## src/hw/rtl/pingpong_audio_playout_defines.svh

```systemverilog
// Assertion macros used by the playout RTL file.
`ifndef PINGPONG_AUDIO_PLAYOUT_DEFINES_SVH
`define PINGPONG_AUDIO_PLAYOUT_DEFINES_SVH

`ifndef SYNTHESIS
// Check that a property holds at every clock edge outside reset.
`define PPAP_ASSERT(name, prop) \
  name: assert property (@(posedge clk) disable iff (rst) prop) \
    else $error("ppap assertion failed");
// Check that a condition never occurs outside reset.
`define PPAP_NEVER(name, cond) \
  name: assert property (@(posedge clk) disable iff (rst) !(cond)) \
    else $error("ppap forbidden condition seen");
`else
`define PPAP_ASSERT(name, prop)
`define PPAP_NEVER(name, cond)
`endif

`endif

```

## src/hw/rtl/ppap_pkg.sv

```systemverilog
package ppap_pkg;

  // Request codes carried on the input tuser.
  typedef enum logic [1:0] {
    REQ_LOAD = 2'd0,
    REQ_TICK = 2'd1,
    REQ_STOP = 2'd2
  } req_t;

  // Buffer selector used for the play lock and the fill target.
  typedef enum logic [1:0] {
    BUF_NONE = 2'd0,
    BUF_A    = 2'd1,
    BUF_B    = 2'd2
  } buf_sel_t;

  // Register index of the fill enable register.
  localparam int unsigned REG_FILL_ENABLE = 0;

  // One result word, last field in the lowest bits.
  typedef struct packed {
    logic       b_ready;
    logic       a_ready;
    logic       load_accepted;
    logic       buffer_emptied;
    logic       played_buffer;
    logic [7:0] second_byte;
    logic [7:0] first_byte;
    logic       sample_valid;
  } result_t;

  localparam int unsigned RESULT_W = $bits(result_t);
  localparam int unsigned OUT_TDATA_W = ((RESULT_W + 7) / 8) * 8;

endpackage

```

## src/hw/rtl/pingpong_audio_playout.sv

```systemverilog
// Ping-pong audio playout buffer.
// Input stream: tuser is the request (load byte, sample tick, stop), tdata the
// byte to load and tlast ends the current fill. Loads go to the buffer in
// fill, else the first empty one, A before B; a fill ends on tlast or when full,
// and the buffer then turns ready. Each tick plays two bytes from the locked
// ready buffer. Every input word yields exactly one output word.
// Output stream: tdata packs the result fields, see the port comment.
// Configuration: one APB register, fill_enable at address 0, reset to one.
// From input acceptance to output tvalid, a word passes the state update and
// the registered buffer reads in the read stage, then the output register.
// One word is taken per cycle as long as the output side drains.
// When the receiver stalls, the output register and the read stage hold their
// words and tready drops only once both are full.
// Reset clears flags, counts, pointers and the lock; no clearing pass runs.
// The buffer memories keep their contents: a tick only uses bytes below
// the byte count, and those were all written by the fill that set the count.
// A stop word flushes the same control state and keeps fill_enable.
`include "pingpong_audio_playout_defines.svh"

module pingpong_audio_playout
  import ppap_pkg::*;
#(
  parameter int unsigned BUF_DEPTH = 256
) (
  input  logic                   clk,
  input  logic                   rst,
  // Input stream
  input  logic                   s_axis_tvalid,
  output logic                   s_axis_tready,
  input  logic [7:0]             s_axis_tdata,   // [7:0] load_byte
  input  logic [1:0]             s_axis_tuser,   // [1:0] req_type
  input  logic                   s_axis_tlast,   // load_last
  // Output stream
  output logic                   m_axis_tvalid,
  input  logic                   m_axis_tready,
  // [0] sample_valid, [8:1] first_byte, [16:9] second_byte, [17] played_buffer,
  // [18] buffer_emptied, [19] load_accepted, [20] a_ready, [21] b_ready,
  // [23:22] zero
  output logic [OUT_TDATA_W-1:0] m_axis_tdata,
  // Configuration port
  input  logic                   psel,
  input  logic                   penable,
  input  logic                   pwrite,
  input  logic                   paddr,
  input  logic [31:0]            pwdata,
  output logic [31:0]            prdata,
  output logic                   pready
);

  localparam int unsigned AW = $clog2(BUF_DEPTH);
  localparam int unsigned CW = $clog2(BUF_DEPTH + 1);
  localparam logic [CW-1:0] DEPTH_C = CW'(BUF_DEPTH);

  // Buffer memories
  logic [7:0] store_a [BUF_DEPTH];
  logic [7:0] store_b [BUF_DEPTH];

  // Control state
  logic          fill_enable;
  logic          ready_a, ready_b;
  logic [CW-1:0] count_a, count_b;
  logic [CW-1:0] play_pos;
  buf_sel_t      play_lock;
  buf_sel_t      fill_target;
  logic [CW-1:0] fill_ptr;

  logic          ready_a_next, ready_b_next;
  logic [CW-1:0] count_a_next, count_b_next;
  logic [CW-1:0] play_pos_next;
  buf_sel_t      play_lock_next;
  buf_sel_t      fill_target_next;
  logic [CW-1:0] fill_ptr_next;

  // Handshake and pipeline registers
  logic    in_acc;
  logic    s1_adv;
  logic    s1_valid;
  result_t s1_res;
  logic    s1_first_ok, s1_second_ok, s1_sel_b;
  result_t res_next;
  logic    first_ok, second_ok, sel_b;
  result_t out_res;
  result_t out_comb;

  // Memory access signals
  logic          wr_a, wr_b;
  logic [AW-1:0] wr_addr;
  logic          rd_en;
  logic [AW-1:0] rd_addr0, rd_addr1;
  logic [7:0]    rd_a0, rd_a1, rd_b0, rd_b1;

  // Load and tick helpers
  buf_sel_t      load_tgt;
  logic [CW-1:0] ptr_eff;
  logic [CW-1:0] ptr_inc;
  buf_sel_t      tick_sel;
  logic [CW-1:0] tick_cnt;
  logic [CW:0]   pos_p1, pos_p2;

  assign s1_adv        = s1_valid && (!m_axis_tvalid || m_axis_tready);
  assign s_axis_tready = !s1_valid || s1_adv;
  assign in_acc        = s_axis_tvalid && s_axis_tready;

  // Configuration register
  assign pready = 1'b1;
  assign prdata = (paddr == 1'(REG_FILL_ENABLE)) ? {31'b0, fill_enable} : 32'b0;

  always_ff @(posedge clk) begin
    if (rst) begin
      fill_enable <= 1'b1;
    end else if (psel && penable && pwrite && pready &&
                 paddr == 1'(REG_FILL_ENABLE)) begin
      fill_enable <= pwdata[0];
    end
  end

  // Buffer selection for loads and ticks
  always_comb begin
    if (fill_target == BUF_A && !ready_a) begin
      load_tgt = BUF_A;
    end else if (fill_target == BUF_B && !ready_b) begin
      load_tgt = BUF_B;
    end else if (!ready_a) begin
      load_tgt = BUF_A;
    end else if (!ready_b) begin
      load_tgt = BUF_B;
    end else begin
      load_tgt = BUF_NONE;
    end
    ptr_eff = (load_tgt != fill_target || fill_ptr >= DEPTH_C) ? '0 : fill_ptr;
    ptr_inc = ptr_eff + CW'(1);

    if (ready_a && play_lock != BUF_B) begin
      tick_sel = BUF_A;
      tick_cnt = count_a;
    end else if (ready_b && play_lock != BUF_A) begin
      tick_sel = BUF_B;
      tick_cnt = count_b;
    end else begin
      tick_sel = BUF_NONE;
      tick_cnt = '0;
    end
    pos_p1 = {1'b0, play_pos} + (CW+1)'(1);
    pos_p2 = {1'b0, play_pos} + (CW+1)'(2);
  end

  assign wr_addr  = ptr_eff[AW-1:0];
  assign rd_addr0 = play_pos[AW-1:0];
  assign rd_addr1 = pos_p1[AW-1:0];

  // Next state and result for the word at the input
  always_comb begin
    ready_a_next     = ready_a;
    ready_b_next     = ready_b;
    count_a_next     = count_a;
    count_b_next     = count_b;
    play_pos_next    = play_pos;
    play_lock_next   = play_lock;
    fill_target_next = fill_target;
    fill_ptr_next    = fill_ptr;
    res_next         = '0;
    wr_a             = 1'b0;
    wr_b             = 1'b0;
    rd_en            = 1'b0;
    first_ok         = 1'b0;
    second_ok        = 1'b0;
    sel_b            = 1'b0;
    case (s_axis_tuser)
      REQ_LOAD: begin
        if (fill_enable && load_tgt != BUF_NONE) begin
          res_next.load_accepted = 1'b1;
          wr_a = in_acc && load_tgt == BUF_A;
          wr_b = in_acc && load_tgt == BUF_B;
          if (s_axis_tlast || ptr_inc >= DEPTH_C) begin
            // Fill ends: the buffer turns ready with its byte count.
            if (load_tgt == BUF_A) begin
              ready_a_next = 1'b1;
              count_a_next = ptr_inc;
            end else begin
              ready_b_next = 1'b1;
              count_b_next = ptr_inc;
            end
            fill_target_next = BUF_NONE;
            fill_ptr_next    = '0;
          end else begin
            fill_target_next = load_tgt;
            fill_ptr_next    = ptr_inc;
          end
        end
      end
      REQ_TICK: begin
        if (tick_sel != BUF_NONE) begin
          rd_en                 = in_acc;
          sel_b                 = tick_sel == BUF_B;
          first_ok              = play_pos < tick_cnt;
          second_ok             = pos_p1 < {1'b0, tick_cnt};
          res_next.sample_valid  = 1'b1;
          res_next.played_buffer = sel_b;
          play_lock_next         = tick_sel;
          play_pos_next          = pos_p2[CW-1:0];
          if (pos_p2 >= {1'b0, tick_cnt}) begin
            // Buffer played out: free it and drop the lock.
            if (tick_sel == BUF_A) begin
              ready_a_next = 1'b0;
            end else begin
              ready_b_next = 1'b0;
            end
            play_pos_next           = '0;
            play_lock_next          = BUF_NONE;
            res_next.buffer_emptied = 1'b1;
          end
        end
      end
      REQ_STOP: begin
        ready_a_next     = 1'b0;
        ready_b_next     = 1'b0;
        count_a_next     = '0;
        count_b_next     = '0;
        play_pos_next    = '0;
        play_lock_next   = BUF_NONE;
        fill_target_next = BUF_NONE;
        fill_ptr_next    = '0;
      end
      default: begin
      end
    endcase
    res_next.a_ready = ready_a_next;
    res_next.b_ready = ready_b_next;
  end

  // Control state update on each accepted word
  always_ff @(posedge clk) begin
    if (rst) begin
      ready_a     <= 1'b0;
      ready_b     <= 1'b0;
      count_a     <= '0;
      count_b     <= '0;
      play_pos    <= '0;
      play_lock   <= BUF_NONE;
      fill_target <= BUF_NONE;
      fill_ptr    <= '0;
    end else if (in_acc) begin
      ready_a     <= ready_a_next;
      ready_b     <= ready_b_next;
      count_a     <= count_a_next;
      count_b     <= count_b_next;
      play_pos    <= play_pos_next;
      play_lock   <= play_lock_next;
      fill_target <= fill_target_next;
      fill_ptr    <= fill_ptr_next;
    end
  end

  // Buffer A: one write port, two registered read ports
  always_ff @(posedge clk) begin
    if (wr_a) begin
      store_a[wr_addr] <= s_axis_tdata;
    end
    if (rd_en) begin
      rd_a0 <= store_a[rd_addr0];
      rd_a1 <= store_a[rd_addr1];
    end
  end

  // Buffer B: one write port, two registered read ports
  always_ff @(posedge clk) begin
    if (wr_b) begin
      store_b[wr_addr] <= s_axis_tdata;
    end
    if (rd_en) begin
      rd_b0 <= store_b[rd_addr0];
      rd_b1 <= store_b[rd_addr1];
    end
  end

  // Read stage: holds the result while the buffer reads complete
  always_ff @(posedge clk) begin
    if (rst) begin
      s1_valid <= 1'b0;
    end else if (in_acc) begin
      s1_valid <= 1'b1;
    end else if (s1_adv) begin
      s1_valid <= 1'b0;
    end
  end

  always_ff @(posedge clk) begin
    if (in_acc) begin
      s1_res       <= res_next;
      s1_first_ok  <= first_ok;
      s1_second_ok <= second_ok;
      s1_sel_b     <= sel_b;
    end
  end

  // Merge read data; bytes past the count read as zero
  always_comb begin
    out_comb            = s1_res;
    out_comb.first_byte  = s1_first_ok ? (s1_sel_b ? rd_b0 : rd_a0) : 8'd0;
    out_comb.second_byte = s1_second_ok ? (s1_sel_b ? rd_b1 : rd_a1) : 8'd0;
  end

  // Output register
  always_ff @(posedge clk) begin
    if (rst) begin
      m_axis_tvalid <= 1'b0;
    end else if (s1_adv) begin
      m_axis_tvalid <= 1'b1;
    end else if (m_axis_tready) begin
      m_axis_tvalid <= 1'b0;
    end
  end

  always_ff @(posedge clk) begin
    if (s1_adv) begin
      out_res <= out_comb;
    end
  end

  assign m_axis_tdata = OUT_TDATA_W'(out_res);

  // A locked buffer is always ready.
  `PPAP_NEVER(lock_a_needs_ready, play_lock == BUF_A && !ready_a)
  `PPAP_NEVER(lock_b_needs_ready, play_lock == BUF_B && !ready_b)
  // A buffer being filled is never ready.
  `PPAP_NEVER(fill_target_not_ready,
              (fill_target == BUF_A && ready_a) || (fill_target == BUF_B && ready_b))
  // The play position stays below the byte count of the locked buffer.
  `PPAP_ASSERT(play_pos_in_range,
               play_lock != BUF_NONE |->
                 play_pos < ((play_lock == BUF_A) ? count_a : count_b))
  // With the output stalled and the read stage full, no word is taken.
  `PPAP_ASSERT(stall_blocks_input,
               (m_axis_tvalid && !m_axis_tready && s1_valid) |-> !s_axis_tready)

endmodule

```

## config.mk

```make
export PLATFORM = sky130hd
export DESIGN_NAME = pingpong_audio_playout
export DESIGN_NICKNAME = d
export VERILOG_FILES = /design/src/hw/rtl/ppap_pkg.sv /design/src/hw/rtl/pingpong_audio_playout.sv
export VERILOG_INCLUDE_DIRS = /design/src /design/src/hw/rtl
export SDC_FILE = /design/constraint.sdc
export NUM_CORES = 2
export LEC_CHECK = 0
export ABC_AREA = 0
export BUFFER_PORTS_ARGS = -buffer_cell sky130_fd_sc_hd__buf_2
export CORE_UTILIZATION = 40
export DETAILED_ROUTE_END_ITERATION = 10
export PLACE_DENSITY = 0.55
export SYNTH_ARGS = -nofsm -noshare
export SYNTH_HDL_FRONTEND = slang
export SYNTH_SLANG_ARGS = --single-unit
```

## constraint.sdc

```tcl
create_clock -name clk -period 9.15 [get_ports clk]
set_input_delay 1.83 -clock clk [delete_from_list [all_inputs] [get_ports clk]]
set_output_delay 1.83 -clock clk [all_outputs]
set_load 0.01 [all_outputs]
```

==> qor.yml <==
power.share.sequential: 0.549
cp_slowest_stage_delay_ps: 820
worstSetupStartpointType: "register"
synth_edf_count: 4158
cts-root-to-sink-buffers: 4
final.setup.tns_ps: 0
routed_via_density: 5.631
clkSlewWorstSetupHoldPaths_ps: 70
power-per-cell-area_nw_per_um2: 210.6
ys_top_cells_by_area: "sky130_fd_sc_hd__edfxtp_1 76%, sky130_fd_sc_hd__mux4_2 11%, sky130_fd_sc_hd__mux2i_1 3.5%"
vdd.ir_drop.worst_mv: 0.1555
synthesized_area_per_cell_um2: 19.98
ys_seq_area_frac: 0.7700
grt_pass1_wl_mm: 580.6
numClockSinks: 4202
async_flop_share: 0
grt_pass1_vias: 80850
switching_share: 0.1985
gp_congestion: 0.8182
routed_wl_mm: 404.3
most_frequent_cell_after_synthesis: "sky130_fd_sc_hd__edfxtp_1"
clock_tree.root_cell: "sky130_fd_sc_hd__clkbuf_16"
floorplan.initialDensity: 0.4018
status: "finished with violations"
worstSkewPairLatency_ps: 980
cp_top_family: "simple AND/OR/NAND/NOR gates"
drc: 10
core_area_um2: 406400
timing_worst_setup_path_type: "reg2reg"
tritoncts: "done"
min_period_ps: 4847
synth.cells.most_frequent: "4158 x sky130_fd_sc_hd__edfxtp_1, 800 x sky130_fd_sc_hd__mux4_2, 578 x sky130_fd_sc_hd__mux2i_1"
rsz0062_at_grt: "false"
holdWs_ps: 453.7
globalRouteOverflowTotal: 0
timing.clock.skew_ps: 51.99
syn2layout_area_growth_pct: 12.09
post_cts_resized: 0
dpl.cell_count: 13256
die_height_um: 640.9
combined_area_of_all_synthesized_cells_um2: 163300
synth_seq_cells: 4202
cts_hold_buf: 0
min_path_type: "reg2reg"
timing_worst_slew_pin_value_ps: 1258
timing.critical_path.required_ps: 9730
finalMaxSlewViolations: 0
worst-r2r-setup-slack_ps: 4300
die_w_um: 640.9
ys.warnings.count: 0
number_of_detailed_routing_iterations_run_before_antenna_repair: 11
finish.cell_count_without_fillers: 14033
cellInternalPower_w: 0.03090
final_nets: 8328
timing.critical_path.cells: "and3b_1 > o311a_1 > nand2_1 > inv_1 > ha_1 > nand3_1 > buf_4 > nor2_1"
antenna_found_initial: 21
number_of_vias_after_detailed_routing: 79021
timing.max_cap.violations: 0
final_hold_viol_count: 0
maxClockFrequency_ghz: 0.2063
gr-usage-all-layers: 0.1942
htree_num_levels: 5
layout_worst_path_cycle_share: 0.5297
endpoint_kind: "register"
final_layout_size_suffix_gt1_frac: 0.1948
failed_checks: "DRC"
buffer_ports.inserted: 44
placementRows: 234
switchingPower_w: 0.007650
cts_post_setup_buffers_inserted: 0
floorplan.die_area_um2: 410800
maximum_fanout_along_the_worst_path: 17
cellLeakagePower_nw: 53.83
cpMaxStageDelayCell: "sky130_fd_sc_hd__nand3_1"
boundaryPins: 110
yosysUniqueCellTypes: 62
pin_count_of_the_biggest_net_entering_global_routing: 187
netlist.top_cell.by_area: "sky130_fd_sc_hd__edfxtp_1"
combPwrFrac: 0.011
postRouteAntennaNets: 0
post_drt_wl_per_cell_um: 28.81
timing.max_slew.rel_slack: 0.1616
clock_power_share: 0.440
synth_top_cell_area_share: 0.7646
synth_cells: 8173
dp_hpwl_mm: 235.7
number_of_buffers_created_by_cts: 421
synthFlopType: "sky130_fd_sc_hd__edfxtp_1"
arrival_ps: 5420
final_setup_vio_count: 0
critical_path_buf_inv_count: 2
drt_first_iter_violations: 8052
==> flip-flops by register name, indices dropped and copies added (netlist names), 9 cells and up <==
signal        cells
count_a           9
store_b        2048
m_axis_tdata     22
count_b           9
store_a        2048
fill_ptr          9
==> cell type report <==
type	count	area [um2]
repair buffers	196	1792
fillers	34532	223300
inverters	14	52.55
clock buffers	513	11110
flip-flops and latches	4202	125800
well taps	5428	6792
multi-input cells	3416	35130
clock inverters	254	2385
diodes	10	25.02
==> layout by cell type (no fill, tap or decap), types with 38 or more instances in the layout <==
cell,netlist,layout
sky130_fd_sc_hd__clkinv_2,0,87
sky130_fd_sc_hd__mux4_2,800,800
sky130_fd_sc_hd__mux2i_1,578,578
sky130_fd_sc_hd__nand3_1,320,316
sky130_fd_sc_hd__bufinv_16,0,38
sky130_fd_sc_hd__nor3_1,40,38
sky130_fd_sc_hd__nor2_1,544,540
sky130_fd_sc_hd__clkinv_1,0,86
sky130_fd_sc_hd__dfxtp_1,44,39
sky130_fd_sc_hd__a22oi_1,394,394
sky130_fd_sc_hd__edfxtp_1,4158,4158
sky130_fd_sc_hd__nand4_1,69,69
sky130_fd_sc_hd__clkbuf_16,0,430
sky130_fd_sc_hd__clkbuf_1,244,77
sky130_fd_sc_hd__buf_4,55,124
sky130_fd_sc_hd__nand2_1,170,155
sky130_fd_sc_hd__a21oi_1,155,155
==> power groups by stage <==
stage,sequential (W),clock (W),combinational (W)
2_1_floorplan,0.0216,0,0.0000562
3_5_place_dp,0.0216,0,0.000446
4_1_cts,0.0212,0.0172,0.000445
6_report,0.0212,0.0170,0.000430
3_3_place_gp,0.0216,0,0.000421
5_1_grt,0.0212,0.0180,0.000466
==> logic make-up after synthesis <==
group           Yosys count  share of synthesized area
xor+xnor                 12                  0.0006436
compound gates          686                    0.02863
fa+ha+maj                27                   0.002053
mux                    1378                     0.1458
other cells               2                 0.00004599
buf+inv                 587                    0.01679
simple gates           1279                    0.03608
flops                  4202                     0.7700
==> metrics by stage <==
stage | instance area [um2] | power, W | setup slack [ps] | util
floorplan | 163400 | 0.02162 | 4828 | -
global placement | 169500 | 0.02199 | 3463 | 0.4172
detailed placement | 169500 | 0.02202 | 3417 | 0.4172
CTS | 183000 | 0.03886 | 4351 | 0.4504
global route | 183000 | 0.03958 | 4070 | 0.4504
finish | 183000 | 0.03855 | 4303 | 0.4504
==> worst reg2reg max path, stage by stage, from the launching register on <==
cell and delay, ps:
sky130_fd_sc_hd__dfxtp_1 650, sky130_fd_sc_hd__and3b_1 230, sky130_fd_sc_hd__o311a_1 600, sky130_fd_sc_hd__nand2_1 210, sky130_fd_sc_hd__inv_1 170, sky130_fd_sc_hd__ha_1 570, sky130_fd_sc_hd__nand3_1 820, sky130_fd_sc_hd__buf_4 500
sky130_fd_sc_hd__nor2_1 720
==> metal layers <==
metal,track usage,vias up,share of wire
met5,0,-,0
met4,0.04484,0,0.023
met3,0.02721,503,0.061
met2,0.3180,2589,0.49
met1,0.2765,42271,0.43
li1,-,33658,-
==> worst paths after layout <==
check | endpoint | startpoint | depth (start not counted)
worst max-delay path | store_a[43][6] | ready_a | 8
worst min register to register | fill_ptr[8] | fill_ptr[8] | 2
worst max register to register | store_a[43][6] | ready_a | 8
worst min-delay path | fill_ptr[8] | fill_ptr[8] | 2
(Power assumes the default switching activity.)
